===== src/sv/sfap_pkg.sv =====
// Shared types and constants for the sync frame attitude parser.
`timescale 1ns / 1ps
`default_nettype none

package sfap_pkg;

  typedef logic [7:0]         byte_t;
  typedef logic [3:0]         pos_t;
  typedef logic [15:0]        angle_u_t;
  typedef logic signed [15:0] angle_s_t;

  // Frame layout: AA 55 ID CMD LEN yaw(2) pitch(2) roll(2) checksum.
  localparam byte_t HdrFirst   = 8'hAA;
  localparam byte_t HdrSecond  = 8'h55;
  localparam pos_t  AfterHdr   = 4'd2;
  localparam pos_t  SumFirst   = 4'd2;
  localparam pos_t  PayloadPos = 4'd5;
  localparam pos_t  PayloadEnd = 4'd10;
  localparam pos_t  CheckPos   = 4'd11;
  localparam pos_t  FrameStart = 4'd0;
  localparam int    PayloadLen = 6;

  // Status of the byte at the head of the tracker.
  typedef struct packed {
    logic complete;  // this byte closes a frame
    logic sum_ok;    // running checksum equals this byte
  } trk_status_t;

endpackage

`default_nettype wire


===== src/sv/sfap_if.sv =====
// Valid/ready channel interfaces for received bytes and frame results.
`timescale 1ns / 1ps
`default_nettype none

interface sfap_in_if;
  import sfap_pkg::*;

  logic  valid;
  logic  ready;
  byte_t rx_byte;

  modport source (output valid, output rx_byte, input ready);
  modport sink   (input valid, input rx_byte, output ready);
endinterface

interface sfap_out_if;
  import sfap_pkg::*;

  logic     valid;
  logic     ready;
  logic     frame_ok;
  angle_u_t yaw_hundredths;
  angle_s_t pitch_hundredths;
  angle_s_t roll_hundredths;

  modport source (output valid, output frame_ok, output yaw_hundredths,
                  output pitch_hundredths, output roll_hundredths, input ready);
  modport sink   (input valid, input frame_ok, input yaw_hundredths,
                  input pitch_hundredths, input roll_hundredths, output ready);
endinterface

`default_nettype wire


===== src/sv/sync_frame_attitude_parser.sv =====
// Top level of the sync frame attitude parser.
//
//   channel  dir  beat payload                                   handshake
//   rx_i     in   rx_byte                                        valid/ready
//   res_o    out  frame_ok, yaw/pitch/roll_hundredths            valid/ready
//
// One byte is taken per cycle unless a closing byte waits for the result
// register. A byte passes an input register and is processed against the
// frame state in the next cycle; a closing byte loads the frame result.
// Reset clears the position, the last byte, the checksum and the held angles.
// A stalled result blocks only a closing byte and the bytes queued behind it.
`timescale 1ns / 1ps
`default_nettype none

module sync_frame_attitude_parser (
  input wire          clk_i,
  input wire          rst_ni,
  sfap_in_if.sink     rx_i,
  sfap_out_if.source  res_o
);
  import sfap_pkg::*;

  logic        s1_valid_q;
  byte_t       s1_byte_q;
  logic        s1_adv;
  logic        out_free;
  logic        out_load;
  logic        out_valid_q;
  logic        frame_ok_q;
  angle_u_t    held_yaw_q;
  angle_s_t    held_pitch_q;
  angle_s_t    held_roll_q;
  trk_status_t status;
  angle_u_t    new_yaw;
  angle_s_t    new_pitch;
  angle_s_t    new_roll;

  // Stage advance: a closing byte needs room in the result register.
  always_comb begin
    out_free = !out_valid_q || res_o.ready;
    s1_adv   = s1_valid_q && (!status.complete || out_free);
    out_load = s1_adv && status.complete;
  end

  assign rx_i.ready = !s1_valid_q || s1_adv;

  // Input register.
  always_ff @(posedge clk_i or negedge rst_ni) begin
    if (!rst_ni) begin
      s1_valid_q <= 1'b0;
    end else if (rx_i.ready) begin
      s1_valid_q <= rx_i.valid;
    end
  end

  always_ff @(posedge clk_i) begin
    if (rx_i.valid && rx_i.ready) begin
      s1_byte_q <= rx_i.rx_byte;
    end
  end

  sfap_frame_tracker u_tracker (
    .clk_i    (clk_i),
    .rst_ni   (rst_ni),
    .adv_i    (s1_adv),
    .byte_i   (s1_byte_q),
    .status_o (status),
    .yaw_o    (new_yaw),
    .pitch_o  (new_pitch),
    .roll_o   (new_roll)
  );

  // Result register; the held angles double as its payload.
  always_ff @(posedge clk_i or negedge rst_ni) begin
    if (!rst_ni) begin
      out_valid_q  <= 1'b0;
      frame_ok_q   <= 1'b0;
      held_yaw_q   <= '0;
      held_pitch_q <= '0;
      held_roll_q  <= '0;
    end else if (out_load) begin
      out_valid_q <= 1'b1;
      frame_ok_q  <= status.sum_ok;
      if (status.sum_ok) begin
        held_yaw_q   <= new_yaw;
        held_pitch_q <= new_pitch;
        held_roll_q  <= new_roll;
      end
    end else if (res_o.ready) begin
      out_valid_q <= 1'b0;
    end
  end

  assign res_o.valid            = out_valid_q;
  assign res_o.frame_ok         = frame_ok_q;
  assign res_o.yaw_hundredths   = held_yaw_q;
  assign res_o.pitch_hundredths = held_pitch_q;
  assign res_o.roll_hundredths  = held_roll_q;

  // The held attitude moves only when a frame result is loaded.
  a_held_only_on_load: assert property (@(posedge clk_i) disable iff (!rst_ni)
    !out_load |=> $stable(held_yaw_q) && $stable(held_pitch_q) && $stable(held_roll_q))
    else $error("held attitude changed without a frame result");

  // A registered byte that cannot advance is kept.
  a_stage_holds: assert property (@(posedge clk_i) disable iff (!rst_ni)
    s1_valid_q && !s1_adv |=> s1_valid_q && $stable(s1_byte_q))
    else $error("registered byte lost while stalled");

  // A loaded result is shown with the checksum verdict of its closing byte.
  a_result_loaded: assert property (@(posedge clk_i) disable iff (!rst_ni)
    out_load |=> out_valid_q && (frame_ok_q == $past(status.sum_ok)))
    else $error("frame result not presented as computed");

endmodule

`default_nettype wire


===== src/sv/sfap_frame_tracker.sv =====
// Frame position tracking, header detection, running checksum and payload capture.
`timescale 1ns / 1ps
`default_nettype none

module sfap_frame_tracker (
  input  wire                   clk_i,
  input  wire                   rst_ni,
  input  wire                   adv_i,
  input  sfap_pkg::byte_t       byte_i,
  output sfap_pkg::trk_status_t status_o,
  output sfap_pkg::angle_u_t    yaw_o,
  output sfap_pkg::angle_s_t    pitch_o,
  output sfap_pkg::angle_s_t    roll_o
);
  import sfap_pkg::*;

  pos_t  pos_q, pos_d;
  byte_t prev_q;
  byte_t sum_q, sum_d;
  byte_t payload_q [PayloadLen];

  logic       header;
  logic       complete;
  logic       in_payload;
  logic [2:0] pay_idx;

  // A 0x55 right after a 0xAA restarts the frame; position eleven closes it.
  always_comb begin
    header     = (byte_i == HdrSecond) && (prev_q == HdrFirst);
    complete   = !header && (pos_q == CheckPos);
    in_payload = (pos_q >= PayloadPos) && (pos_q <= PayloadEnd);
    pay_idx    = 3'(pos_q - PayloadPos);
  end

  // Next position and running checksum over positions two to ten.
  always_comb begin
    if (header) begin
      pos_d = AfterHdr;
      sum_d = '0;
    end else if (complete) begin
      pos_d = FrameStart;
      sum_d = '0;
    end else if (pos_q >= SumFirst) begin
      pos_d = pos_q + 4'd1;
      sum_d = sum_q + byte_i;
    end else begin
      pos_d = pos_q + 4'd1;
      sum_d = sum_q;
    end
  end

  always_ff @(posedge clk_i or negedge rst_ni) begin
    if (!rst_ni) begin
      pos_q  <= FrameStart;
      prev_q <= '0;
      sum_q  <= '0;
    end else if (adv_i) begin
      pos_q  <= pos_d;
      prev_q <= byte_i;
      sum_q  <= sum_d;
    end
  end

  // Payload bytes are kept where they land; the header byte may land here too.
  always_ff @(posedge clk_i) begin
    if (adv_i && in_payload) begin
      payload_q[pay_idx] <= byte_i;
    end
  end

  assign status_o = '{complete: complete, sum_ok: (sum_q == byte_i)};

  // Little-endian angle words.
  assign yaw_o   = {payload_q[1], payload_q[0]};
  assign pitch_o = {payload_q[3], payload_q[2]};
  assign roll_o  = {payload_q[5], payload_q[4]};

endmodule

`default_nettype wire

===== src/flat_wrapper.sv =====
// flat-port wrapper written by rule: the top's interface ports become plain ports
module sync_frame_attitude_parser_flat import sfap_pkg::*;
  (clk_i, rst_ni, rx_i_valid, rx_i_rx_byte, rx_i_ready, res_o_valid, res_o_frame_ok, res_o_yaw_hundredths, res_o_pitch_hundredths, res_o_roll_hundredths, res_o_ready);
  sfap_in_if rx_i_i ();
  sfap_out_if res_o_i ();
  input wire clk_i;
  input wire rst_ni;
  input wire logic [$bits(rx_i_i.valid)-1:0] rx_i_valid;
  input wire logic [$bits(rx_i_i.rx_byte)-1:0] rx_i_rx_byte;
  output wire logic [$bits(rx_i_i.ready)-1:0] rx_i_ready;
  output wire logic [$bits(res_o_i.valid)-1:0] res_o_valid;
  output wire logic [$bits(res_o_i.frame_ok)-1:0] res_o_frame_ok;
  output wire logic [$bits(res_o_i.yaw_hundredths)-1:0] res_o_yaw_hundredths;
  output wire logic [$bits(res_o_i.pitch_hundredths)-1:0] res_o_pitch_hundredths;
  output wire logic [$bits(res_o_i.roll_hundredths)-1:0] res_o_roll_hundredths;
  input wire logic [$bits(res_o_i.ready)-1:0] res_o_ready;
  assign rx_i_i.valid = rx_i_valid;
  assign rx_i_i.rx_byte = rx_i_rx_byte;
  assign rx_i_ready = rx_i_i.ready;
  assign res_o_valid = res_o_i.valid;
  assign res_o_frame_ok = res_o_i.frame_ok;
  assign res_o_yaw_hundredths = res_o_i.yaw_hundredths;
  assign res_o_pitch_hundredths = res_o_i.pitch_hundredths;
  assign res_o_roll_hundredths = res_o_i.roll_hundredths;
  assign res_o_i.ready = res_o_ready;
  sync_frame_attitude_parser u_core (.clk_i(clk_i), .rst_ni(rst_ni), .rx_i(rx_i_i), .res_o(res_o_i));
endmodule

===== config.mk =====
export PLATFORM = sky130hd
export DESIGN_NAME = sync_frame_attitude_parser_flat
export DESIGN_NICKNAME = d
export VERILOG_FILES = /design/src/sv/sfap_pkg.sv /design/src/sv/sfap_if.sv /design/src/sv/sync_frame_attitude_parser.sv /design/src/sv/sfap_frame_tracker.sv /design/src/flat_wrapper.sv
export SDC_FILE = /design/constraint.sdc
export NUM_CORES = 1
export LEC_CHECK = 0
export BUFFER_PORTS_ARGS = -buffer_cell sky130_fd_sc_hd__buf_2
export CELL_PAD_IN_SITES_DETAIL_PLACEMENT = 2
export CELL_PAD_IN_SITES_GLOBAL_PLACEMENT = 2
export CORE_MARGIN = 1
export CORE_UTILIZATION = 44
export CTS_BUF_LIST = sky130_fd_sc_hd__clkbuf_8
export DETAILED_ROUTE_END_ITERATION = 8
export PLACE_DENSITY_LB_ADDON = 0.1
export SLEW_MARGIN = 20
export SYNTH_ARGS = -nofsm -noshare
export SYNTH_HDL_FRONTEND = slang
export SYNTH_SLANG_ARGS = --single-unit

===== constraint.sdc =====
create_clock -name clk_i -period 3.06 [get_ports clk_i]
set_input_delay 0.153 -clock clk_i [delete_from_list [all_inputs] [get_ports clk_i]]
set_output_delay 0.153 -clock clk_i [all_outputs]
set_load 0.05 [all_outputs]

======== Word level (Yosys, flattened, before mapping) ========
Memory sizes are Yosys's and may differ from the RTL's. A register that Yosys moved wholly into a read port is not among the register bits.
Cells that the tools add are included.
storage, ports and cells
  bits in registers ....................... 31
  memories ................................ 1
  logic and storage cells ................. 51
  RAM bits ................................ 48
  bits of input ports ..................... 12
memory list
  memory                      words  width  read ports  clocked after memory_dff  wr ports  line                      source
  u_core.u_tracker.payload_q  6      8      6           6                         1         sfap_frame_tracker.sv:20  byte_t payload_q [PayloadLen];
cells by class
  add/subtract/negate cells ............... 3
  reductions and logical operators ........ 24
  multiplexer cells ....................... 9
  equal/unequal tests ..................... 4
  magnitude comparators ................... 3
operator list
  cell                 count
  $mux 8               3
  $logic_not 1->1      10
  $add 8x8->8          1
  $eq 8x7->1 const B   1
  $eq 8x8->1           1
  $eq 8x8->1 const B   1
  $mux 4               2
  $logic_and 1x1->1    7
  $add 4x1->4 const B  1
  $eq 4x4->1 const B   1
  $ge 4x2->1 const B   1
  $ge 4x3->1 const B   1
  $le 4x4->1 const B   1
  $mux 1               4
  $reduce_and 2->1     2
  $logic_or 1x1->1     3
  $reduce_bool 3->1    1
  $sub 3x3->3 const B  1
  $reduce_bool 2->1    1

======== Depth between registers and ports, before layout ========
Gate-level depths: netlist (run 1).
  depth in word-level cells ............... 10
  gate-level depth with buffers ........... 7
  mapped depth without buffers ............ 7

======== By module ========
From an unflattened synthesis (run 1), not the netlist that was laid out.
second synthesis, totals
  cell total of the unflattened synthesis .. 306
  area, all modules ....................... 5002.3 µm²
by module, submodules not included
  module                      sequential area each (µm²)  area each (µm²)  cells each  times used
  sfap_frame_tracker          1941.9                      2805.2           183         1
  sync_frame_attitude_parser  1516.5                      2197.1           123         1

======== Least setup slack after synthesis (run 1) ========
OpenSTA, ideal clock, no wires.
  path type ............................... reg2reg
  from .................................... register u_core.u_tracker.pos_q[0]
  to ...................................... memory u_core.u_tracker.payload_q[3][0] in the netlist's numbering, enable pin
  slack ................................... 444 ps
  data arrival time ....................... 2222 ps
  stages on the path, launching flop included .. 7
  setup time .............................. 395 ps
  path through ............................ dfrtp_1 > clkbuf_1 > inv_1 > ha_1 > a211oi_1 > o221ai_2 > nor4_1
between the ends
  word-level cells in the longest chain between the ends .. 8
  elaborated cells between the ends (all ways) .. 12
  those cells by class .................... add/sub: 1; order compare: 2; eq/ne: 1; mux: 2; reduce/logical: 6
ends and longest elaborated chain
  item                          line                              source
  from (decl)                   sfap_frame_tracker.sv:17          pos_t pos_q, pos_d;
  from (signal assigned)        sfap_frame_tracker.sv:54          pos_q <= FrameStart;
  from (signal assigned)        sfap_frame_tracker.sv:58          pos_q <= pos_d;
  $eq 4x4->1                    sfap_frame_tracker.sv:30          complete = !header && (pos_q == CheckPos);
  $logic_and 1x1->1             sfap_frame_tracker.sv:30
  $logic_not 1->1               sync_frame_attitude_parser.sv:41  s1_adv = s1_valid_q && (!status.complete || out_free);
  $logic_or 1x1->1              sync_frame_attitude_parser.sv:41
  $logic_and 1x1->1             sync_frame_attitude_parser.sv:41
  $logic_and 1x1->1             sfap_frame_tracker.sv:66          if (adv_i && in_payload) begin
  $mux 1                        sfap_frame_tracker.sv:66
  $mux 1 (implied by the code)  sfap_frame_tracker.sv:67          payload_q[pay_idx] <= byte_i;
  to (decl)                     sfap_frame_tracker.sv:20
Several ways; a longest one is shown, not always the timed one.

======== Worst setup path after layout (run 1) ========
  from .................................... register u_core.s1_byte_q[4]
  to ...................................... memory u_core.u_tracker.payload_q[5][1] in the netlist's numbering, enable pin
between the ends
  word-level cells in the longest chain between the ends .. 10
ends and longest elaborated chain
  item                          line                              source
  from (decl)                   sync_frame_attitude_parser.sv:24  byte_t s1_byte_q;
  from (signal assigned)        sync_frame_attitude_parser.sv:58  s1_byte_q <= rx_i.rx_byte;
  $eq 8x7->1                    sfap_frame_tracker.sv:29          header = (byte_i == HdrSecond) && (prev_q == HdrFirst);
  $logic_and 1x1->1             sfap_frame_tracker.sv:29
  $logic_not 1->1               sfap_frame_tracker.sv:30
  $logic_and 1x1->1             sfap_frame_tracker.sv:30
  $logic_not 1->1               sync_frame_attitude_parser.sv:41
  $logic_or 1x1->1              sync_frame_attitude_parser.sv:41
  $logic_and 1x1->1             sync_frame_attitude_parser.sv:41
  $logic_and 1x1->1             sfap_frame_tracker.sv:66
  $mux 1                        sfap_frame_tracker.sv:66
  $mux 1 (implied by the code)  sfap_frame_tracker.sv:67
No other way between the ends.

==> flow_summary.ini, run 1 <==
[timing]
finalCritPeriodShare_pct = 83.9
finClkSkew_ns = 0.0132
slew_viol_final = 0
post-route-min-period_ns = 2.57
max_slew.worst_pin.slew_ns = 0.761
slew_headroom_pct = 49.2
hold_viol_final = 0
setup_violations = 0
rsz0062_at_grt = false
fin_setup_tns_ns = 0
fmax_ghz = 0.389

[synthesis]
synth_nets = 338
ys.flop_type = dfrtp_1
synth_cell_types = 52
synth-seq-area-share_pct = 67.6
synth_top_family_by_area = multiplexers
yosys_warnings = 0
syn-cell-area_sq_mm = 0.00512
synth_top_area_cell = dfrtp_1
synth_area_leaders = dfrtp_1, edfxtp_1, mux2_2, ha_1, mux2_4
synthSimpleGateAreaFrac_pct = 6.85
synthArstFlopShare_pct = 55.9
muxShareOfSynthArea_pct = 13.0
ys_ff_latch = 127
yosys.area_share.xor_xnor_pct = 1.37
avgSynthCellArea_sq_um = 16.3
synth_fa_ha_area_share_pct = 3.08
synth_edf_count = 56
synth_cells = 314
synth_top_area_share_pct = 34.7
synth-compound-area-share_pct = 5.62

[clock_network]
worstSkewPairLatency_ns = 0.44
ctsLongestPathBuffers = 2
htree_levels = 4
cts_sinks = 127
cts_setup_buffers = 0
cts_tree = built
root_buffer = clkbuf_8
cts_resized = 0
cts_buffers = 17
clk_pin_slew_worst_paths_ns = 0.08

[global_route]
grt-ovfl-total = 0
grt_max_degree = 72
grt_pass1_wl_microns = 18800
antenna_found_initial = 0
grt_pass1_vias = 3302
grt_usage_pct = 22.3

[layout]
drive_above_1_share_pct = 41.8
multi_input_area_sq_mm = 0.00153
seq_area_sq_mm = 0.00346
fill_cells = 1042
nNetsFinal = 430
mostFrequentLayoutCells = dfrtp_1, buf_2, edfxtp_1
post-route-util_pct = 53.7
syn2layout_area_growth_pct = 19.2
antenna_cells = 0
final_common_cell = dfrtp_1

[worst_setup_path]
slowest_stage = edfxtp_1
worst_ep_arrival_time_ns = 2.70
critPathKind = reg2reg
cpPeakStageDelay_ns = 0.65
end_kind = flop
cp_top_family = simple AND/OR/NAND/NOR gates
crit_fanout = 9
start_kind = flop
crit_buf_inv = 1
required_ns = 3.20
path_cells = and4bb_2 -> and4_1 -> o221ai_2 -> or2_4 -> nor3_1 -> buf_4

[min_path]
holdCritPathClass = in2reg

[flow_run]
drv_cap = 0

[power]
p_per_area_mw_per_mm2 = 712
p_int_mw = 3.04
combPwrFrac_pct = 20.1
power.share.sequential_pct = 48.3
clockPowerShare_pct = 31.6
power.switching_mw = 1.31
power_leakage_nw = 2.80
swShare_pct = 30.0
ir_worst_vdd_mv = 0.381

[placed_design]
gp_congestion = 0.845
dp_hpwl_microns = 7930
port_buffers = 62

[drt]
via_per_inst = 5.20
wl_per_cell_microns = 21.7
drcViolationCount = 0
first_iter_violations = 143
ant_nets = 0
firstDrtPassIters = 4
drt-total-wl_microns = 12200
routed-via-count = 2923

[die]
die_area_sq_mm = 0.0121
io_pins = 63
dieWidth_microns = 110
core_area_sq_mm = 0.0114
die_y_microns = 110
rows = 39
start_util_pct = 45.0

[outcome]
status = finished, final reports clean
[cell type report]
type                            instances  area share (%)
Tap cell                              143            2.93
Timing Repair Buffer                   84            8.61
Clock buffer                           18            4.06
Multi-Input combinational cell        167            25.1
Inverter                                9           0.554
Clock inverter                         14            2.07
Sequential cell                       127            56.7
[final timing paths]
| kind | startpoint | endpoint | slack (ns) | cells after the start |
|---|---|---|---|---|
| setup / recovery | u_core.s1_byte_q[4] | u_core.u_tracker.payload_q[5][1] | 0.49 | 6 |
| min in group asynchronous | rst_ni | u_core.res_o.roll_hundredths[1] | 0.28 | 3 |
| max in group asynchronous | rst_ni | u_core.u_tracker.prev_q[1] | 2.45 | 3 |
| hold / removal | res_o_ready | u_core.res_o.valid | 0.06 | 3 |
| hold reg to reg | u_core.u_tracker.payload_q[4][0] | u_core.res_o.roll_hundredths[0] | 0.48 | 1 |
| setup reg to reg | u_core.s1_byte_q[4] | u_core.u_tracker.payload_q[5][1] | 0.49 | 6 |
[sequential cells by signal (all words and copies together), names as in the netlist]
| register | count |
|---|---|
| u_core.res_o.yaw_hundredths | 16 |
| u_core.u_tracker.payload_q | 48 |
| u_core.u_tracker.sum_q | 8 |
| u_core.res_o.valid | 1 |
| u_core.res_o.pitch_hundredths | 16 |
| u_core.s1_byte_q | 8 |
| u_core.u_tracker.pos_q | 4 |
| u_core.u_tracker.prev_q | 8 |
| u_core.res_o.roll_hundredths | 16 |
| u_core.res_o.frame_ok | 1 |
| u_core.s1_valid_q | 1 |
[cell usage after synthesis (3+ instances only)]
| library cell | number |
|---|---|
| a21o_1 | 4 |
| a21oi_1 | 4 |
| and4bb_2 | 3 |
| buf_4 | 5 |
| buf_6 | 3 |
| dfrtp_1 | 71 |
| edfxtp_1 | 56 |
| ha_1 | 11 |
| inv_1 | 9 |
| mux2_2 | 47 |
| mux2_4 | 9 |
| nand2_1 | 19 |
| nor2_1 | 8 |
| nor3_1 | 5 |
| o21ai_0 | 6 |
| o31ai_1 | 4 |
| xnor2_1 | 4 |
| xor2_1 | 4 |
[stage by stage]
step                std cells  cell area (sq um)  hold slack, ns  power (mW)  worst slack [ns]
CTS                       562               6100          0.0328        4.40             0.398
detailed placement        520               5630           0.225        2.99             0.442
floorplan                 314               5120          -0.143        2.73             0.444
global route              562               6100          0.0513        4.58             0.370
global placement          520               5630           0.220        2.93             0.595
finish                    562               6100          0.0561        4.34             0.492
[cells by family after synthesis]
group                    after synthesis
flip-flops                           127
multiplexers                          56
AND/OR/NAND/NOR                       56
AO/OA/AOI/OAI                         35
buffers and inverters                 20
adder cells (fa/ha/maj)               12
XOR/XNOR                               8
[worst register-to-register path: cells and delay by family, from the launching register on]
kind	cells	cell delay, ns
flops	1	0.65
simple gates	4	1.22
compound gates	1	0.17
buf+inv	1	0.22
[what timing repair did]
item / 4_1_cts / 5_1_grt
hold buffers: 10 / 0
setup endpoints to repair: 0 / 0
hold endpoints to repair: 80 / 0
[power by group through the flow]
stage          registers (mW)  clock network, mW  logic, mW
2_1_floorplan            2.10                  0      0.636
3_3_place_gp             2.12                  0      0.813
3_5_place_dp             2.13                  0      0.856
4_1_cts                  2.10               1.41      0.884
5_1_grt                  2.12               1.48      0.979
6_report                 2.10               1.37      0.871
[metal layers]
metal / track usage (%) / routed length (microns) / up-vias
met5: 0 / 0 / -
met4: 7.43 / 122 / 0
li1: - / - / 1343
met1: 26.8 / 5200 / 1515
met3: 5.57 / 327 / 8
met2: 38.9 / 6540 / 57
No activity file was read; power rests on OpenSTA's default activity.
==> inputs of run 2 (changes only) <==
--- a/config.mk
+++ b/config.mk
@@ -5,11 +5,12 @@
 export SDC_FILE = /design/constraint.sdc
 export NUM_CORES = 1
 export LEC_CHECK = 0
+export ABC_AREA = 1
 export BUFFER_PORTS_ARGS = -buffer_cell sky130_fd_sc_hd__buf_2
 export CELL_PAD_IN_SITES_DETAIL_PLACEMENT = 2
 export CELL_PAD_IN_SITES_GLOBAL_PLACEMENT = 2
 export CORE_MARGIN = 1
-export CORE_UTILIZATION = 44
+export CORE_UTILIZATION = 35
 export CTS_BUF_LIST = sky130_fd_sc_hd__clkbuf_8
 export DETAILED_ROUTE_END_ITERATION = 8
 export PLACE_DENSITY_LB_ADDON = 0.1
==> constraint.sdc (replaced) <==
create_clock -name clk_i -period 2.2 [get_ports clk_i]
set_input_delay 0.11 -clock clk_i [delete_from_list [all_inputs] [get_ports clk_i]]
set_output_delay 0.11 -clock clk_i [all_outputs]
set_load 0.05 [all_outputs]
==> flow_summary.ini, run 2 <==
[timing]
post-route-min-period_ns = 2.04
finalCritPeriodShare_pct = 92.6
max_slew.worst_pin.slew_ns = 0.661
slew_viol_final = 0
setup_ws_ns = 0.162
fmax_ghz = 0.491
setup_violations = 0
fin_setup_tns_ns = 0
finClkSkew_ns = 0.0103
slew_headroom_pct = 55.9
hold_viol_final = 0
rsz0062_at_grt = false

[synthesis]
synth_edf_count = 56
synth_cell_types = 27
synth_nets = 525
synth_area_leaders = dfrtp_1, edfxtp_1, nand2_1, o21ai_0, ha_1
synth_cells = 501
yosys_warnings = 0
synth-seq-area-share_pct = 66.3
synth_most_common_cell = nand2_1
syn-cell-area_sq_mm = 0.00521
ys.flop_type = dfrtp_1
synthTopCellsByCount = nand2_1, dfrtp_1, o21ai_0
synthArstFlopShare_pct = 55.9
ys_ff_latch = 127
synth_top_area_share_pct = 34.1
avgSynthCellArea_sq_um = 10.4
synth_top_area_cell = dfrtp_1

[power]
clockPowerShare_pct = 32.8
power.share.sequential_pct = 44.9
p_per_area_mw_per_mm2 = 990
combPwrFrac_pct = 22.3
swShare_pct = 32.0
power_leakage_nw = 3.22
power_mw = 6.36
ir_worst_vdd_mv = 0.374
p_int_mw = 4.32
power.switching_mw = 2.04

[drt]
drt-total-wl_microns = 14100
wl_per_cell_microns = 17.7
drcViolationCount = 0
routed-via-count = 3907
via_per_inst = 4.89
firstDrtPassIters = 4
first_iter_violations = 186
ant_nets = 0

[layout]
syn2layout_area_growth_pct = 23.1
regMostFlops = u_core.u_tracker.payload_q
mostFrequentLayoutCells = nand2_1, dfrtp_1, buf_2
nNetsFinal = 626
multi_input_area_sq_mm = 0.00153
antenna_cells = 0
drive_above_1_share_pct = 21.5
largest_reg_flops = 48
seq_area_sq_mm = 0.00346
fill_cells = 1542
final_common_cell = nand2_1
post-route-util_pct = 44.2

[worst_setup_path]
reg2reg_from = u_core.s1_byte_q[1]
r2r_cells = 6
worst_ep_arrival_time_ns = 1.93
rrSetupSlack_ns = 0.17
slowest_stage = edfxtp_1
cp-startpoint = u_core.s1_byte_q[5]
end_kind = output pin
cpPeakStageDelay_ns = 0.42
required_ns = 2.09
crit_fanout = 8
critPathKind = reg2out
worst_r2r_endpoint = u_core.res_o.roll_hundredths[9]
start_kind = flop
path_cells = buf_6 -> nor2_1 -> nand2_1 -> nor2_2 -> nand2_1 -> buf_4 -> nand4_1 -> buf_6

[flow_run]
drv_cap = 0

[global_route]
grt-ovfl-total = 0
grt-busiest-layer = met2
antenna_found_initial = 0
grt_pass1_vias = 4238
grt_use_met3_pct = 4.26
grt_max_degree = 50
met1_usage_pct = 25.6
grt_usage_pct = 20.5
grt_pass1_wl_microns = 22800
grtUsageMet2_pct = 34.8

[die]
die_area_sq_mm = 0.0154
start_util_pct = 35.9
core_area_sq_mm = 0.0145
dieWidth_microns = 124
die_y_microns = 124
rows = 44
io_pins = 63

[clock_network]
cts_setup_buffers = 0
worstSkewPairLatency_ns = 0.46
cts_sinks = 127
ctsLongestPathBuffers = 2
cts_buffers = 17
cts_tree = built
clk_pin_slew_worst_paths_ns = 0.07
htree_levels = 4
root_buffer = clkbuf_8

[placed_design]
port_buffers = 62
gp_congestion = 0.847
dp_slack_ns = 0.0381
dp_hpwl_microns = 9520

[min_path]
holdCritPathClass = in2async

[outcome]
status = finished, final reports clean
-- run 2: changes by cell type after synthesis, moves of 8 or more --
cell / change
mux2_4: -9
o21ai_0: +54
nor2_1: +20
nand3_1: +8
nand2_1: +161
mux2_2: -47
clkbuf_1: +8
inv_1: +24
-- run 2: timing repair --
action                                 4_1_cts  5_1_grt
pin swaps                                    0        1
endpoints found under the hold margin       32        0
hold buffers                                11        0
setup endpoints to repair                    1       49
gates resized for setup                      1        6
-- run 2: power by group through the flow --
stage               Sequential [mW]  Combinational, mW  Clock (mW)
floorplan                      2.91              0.901           0
global placement               2.90               1.34           0
detailed placement             2.90               1.40           0
CTS                            2.86               1.44        2.16
global route                   2.88               1.64        2.24
finish                         2.85               1.42        2.09
-- run 2: metal layers --
layer | up-vias | wire length, microns | part of all wire (%)
met4 | 0 | 220 | 1.6
met2 | 67 | 7280 | 52
met5 | - | 0 | 0
li1 | 1842 | - | -
met1 | 1981 | 6200 | 44
met3 | 17 | 431 | 3.1
-- run 2: how the worst max path moves through the flow --
stage                                             to  slack, ns  depth (start not counted)
CTS                 u_core.u_tracker.payload_q[2][5]       0.02                         11
finish                                    rx_i_ready       0.16                          8
global route                              rx_i_ready      0.007                          9
floorplan           u_core.u_tracker.payload_q[1][0]       0.11                          9
detailed placement  u_core.u_tracker.payload_q[2][6]       0.04                         11
global placement    u_core.u_tracker.payload_q[2][6]       0.07                         11
-- run 2: stage by stage --
step / std cells / hold WS, ns / cell area, sq um
floorplan: 501 / -0.186 / 5210
global route: 799 / 0.263 / 6420
detailed placement: 756 / 0.184 / 5890
global placement: 756 / 0.164 / 5890
CTS: 799 / 0.212 / 6400
finish: 799 / 0.218 / 6420
-- run 2: layout make-up --
cell class,count,share of cell area [%]
multi-input cells,321,23.8
repair buffers,99,10.3
flip-flops and latches,127,53.9
well taps,184,3.59
clock inverters,15,2.63
clock buffers,17,3.64
inverters,36,2.10
-- run 2: worst max-delay path: cells and delay by family, from the launching register on --
| kind | cells | cell delay (ns) |
|---|---|---|
| simple gates | 5 | 0.51 |
| buf+inv | 3 | 0.53 |
| flops | 1 | 0.42 |
-- run 2: kinds of logic (layout without fill, tap and decap cells) --
kind of cell	after synthesis	in the layout	synth area share, %
AND/OR/NAND/NOR	235	235	18.6
XOR/XNOR	6	6	1.01
buffers and inverters	53	167	4.49
adder cells (fa/ha/maj)	12	12	3.02
AO/OA/AOI/OAI	68	68	6.58
flip-flops	127	127	66.3
==> inputs of run 3 (changes only) <==
--- a/config.mk
+++ b/config.mk
@@ -10,7 +10,7 @@
 export CELL_PAD_IN_SITES_DETAIL_PLACEMENT = 2
 export CELL_PAD_IN_SITES_GLOBAL_PLACEMENT = 2
 export CORE_MARGIN = 1
-export CORE_UTILIZATION = 35
+export CORE_UTILIZATION = 30
 export CTS_BUF_LIST = sky130_fd_sc_hd__clkbuf_8
 export DETAILED_ROUTE_END_ITERATION = 8
 export PLACE_DENSITY_LB_ADDON = 0.1
==> flow_summary.ini, run 3 (same netlist as run 2, synthesis figures left out) <==
[outcome]
status = finished, final reports clean

[worst_setup_path]
reg2reg_from = u_core.s1_byte_q[5]
critPathKind = reg2reg
cpPeakStageDelay_ns = 0.46
end_kind = flop
path_cells = ha_1 -> nor4_2 -> nand3_2 -> buf_12 -> o21ai_0 -> nand2_1
rrSetupSlack_ns = 0.17
worst_r2r_endpoint = u_core.res_o.roll_hundredths[12]
start_kind = flop
r2r_cells = 6
required_ns = 2.52
worst_ep_arrival_time_ns = 2.35
slowest_stage = edfxtp_1
crit_fanout = 49

[clock_network]
cts_setup_buffers = 0
root_buffer = clkbuf_8
cts_buffers = 17
ctsLongestPathBuffers = 2
clk_pin_slew_worst_paths_ns = 0.08
worstSkewPairLatency_ns = 0.44
htree_levels = 4
cts_sinks = 127
cts_tree = built

[drt]
drcViolationCount = 0
wl_per_cell_microns = 16.7
via_per_inst = 4.62
firstDrtPassIters = 5
routed-via-count = 3862
first_iter_violations = 146
ant_nets = 0
drt-total-wl_microns = 14000

[flow_run]
drv_cap = 0

[die]
die_area_sq_mm = 0.0179
dieWidth_microns = 134
start_util_pct = 31.1
rows = 47
core_area_sq_mm = 0.0168
io_pins = 63
die_y_microns = 134

[layout]
largest_reg_flops = 48
regMostFlops = u_core.u_tracker.payload_q
antenna_cells = 0
final_common_cell = nand2_1
mostFrequentLayoutCells = nand2_1, dfrtp_1, buf_2
syn2layout_area_growth_pct = 23.8
nNetsFinal = 627
drive_above_1_share_pct = 21.4
stdcell_area_sq_mm = 0.00645

[timing]
setup_violations = 0
post-route-min-period_ns = 2.03
finalCritPeriodShare_pct = 92.1
rsz0062_at_grt = false
hold_viol_final = 0
fmax_ghz = 0.493
slew_viol_final = 0
fin_setup_tns_ns = 0
max_slew.worst_pin.slew_ns = 0.623
slew_headroom_pct = 58.5
finClkSkew_ns = 0.00776

[placed_design]
placed_area_sq_mm = 0.00594
port_buffers = 62
dp_hpwl_microns = 9970
gp_congestion = 0.761

[global_route]
antenna_found_initial = 0
grt_pass1_wl_microns = 22600
grt_pass1_vias = 4216
grt_max_degree = 50
grt-ovfl-total = 0
grt_usage_pct = 17.0

[power]
ir_worst_vdd_mv = 0.449
p_per_area_mw_per_mm2 = 979
power_leakage_nw = 3.21

[min_path]
holdCritPathClass = in2async
run 3: cell count changes in the layout (fill, tap and decap cells not counted), sizes merged:
cell	before	now
clkbuf	17	19
bufinv	3	2
clkinv	8	6
buf	88	89
clkinvlp	2	3
run 3: cell type report:
class | instances | area (sq um)
Clock inverter | 13 | 138
Tap cell | 220 | 275
Sequential cell | 127 | 3460
Inverter | 36 | 135
Clock buffer | 19 | 262
Timing Repair Buffer | 100 | 661
Fill cell | 1852 | 10300
Multi-Input combinational cell | 321 | 1520
run 3: per-stage QoR:
| step | power (mW) | utilization (%) | hold slack, ns | setup slack, ns | instances |
|---|---|---|---|---|---|
| after global placement | 4.27 | 35.4 | 0.154 | 0.140 | 793 |
| after CTS | 6.42 | 38.5 | 0.202 | 0.0461 | 836 |
| after detailed placement | 4.33 | 35.4 | 0.160 | 0.0742 | 793 |
| final | 6.32 | 38.5 | 0.215 | 0.173 | 836 |
| after floorplan | 3.81 | - | -0.186 | 0.114 | 501 |
| after global routing | 6.69 | 38.5 | 0.233 | 0.0241 | 836 |
run 3: worst max path at each step:
stage                                       end  cells past startpoint                 startpoint  slack, ns
2_1_floorplan  u_core.u_tracker.payload_q[1][0]                      9        u_core.s1_byte_q[1]       0.11
3_3_place_gp   u_core.u_tracker.payload_q[0][5]                      8  u_core.u_tracker.pos_q[0]       0.14
3_5_place_dp   u_core.u_tracker.payload_q[0][5]                      8  u_core.u_tracker.pos_q[0]       0.07
4_1_cts        u_core.u_tracker.payload_q[0][3]                      8  u_core.u_tracker.pos_q[0]       0.05
5_1_grt        u_core.u_tracker.payload_q[0][3]                      8  u_core.u_tracker.pos_q[0]       0.02
6_report       u_core.res_o.roll_hundredths[12]                      6        u_core.s1_byte_q[5]       0.17
run 3: repair_timing:
| item | 4_1_cts | 5_1_grt |
|---|---|---|
| resized for setup | 0 | 2 |
| setup endpoints to repair | 0 | 48 |
| hold buffers | 11 | 0 |
| hold endpoints to repair | 34 | 0 |
run 3: layer usage:
metal	up-vias	routed length [microns]	global-route usage [%]
li1	1843	-	-
met1	1937	6520	21.8
met2	68	6820	28.0
met3	14	444	3.55
met4	0	186	6.63
met5	-	0	0
run 3: power by group:
| group | total, mW | internal (mW) | switching [mW] |
|---|---|---|---|
| registers | 2.85 | 2.70 | 0.152 |
| logic | 1.42 | 0.496 | 0.922 |
| clock network | 2.05 | 1.07 | 0.981 |
run 3: critical path: cells and delay by family (launching register included):
kind	cells	cell delay, ns
AND/OR/NAND/NOR	3	0.60
flip-flops	1	0.46
adder cells (fa/ha/maj)	1	0.41
buffers and inverters	1	0.21
AO/OA/AOI/OAI	1	0.19
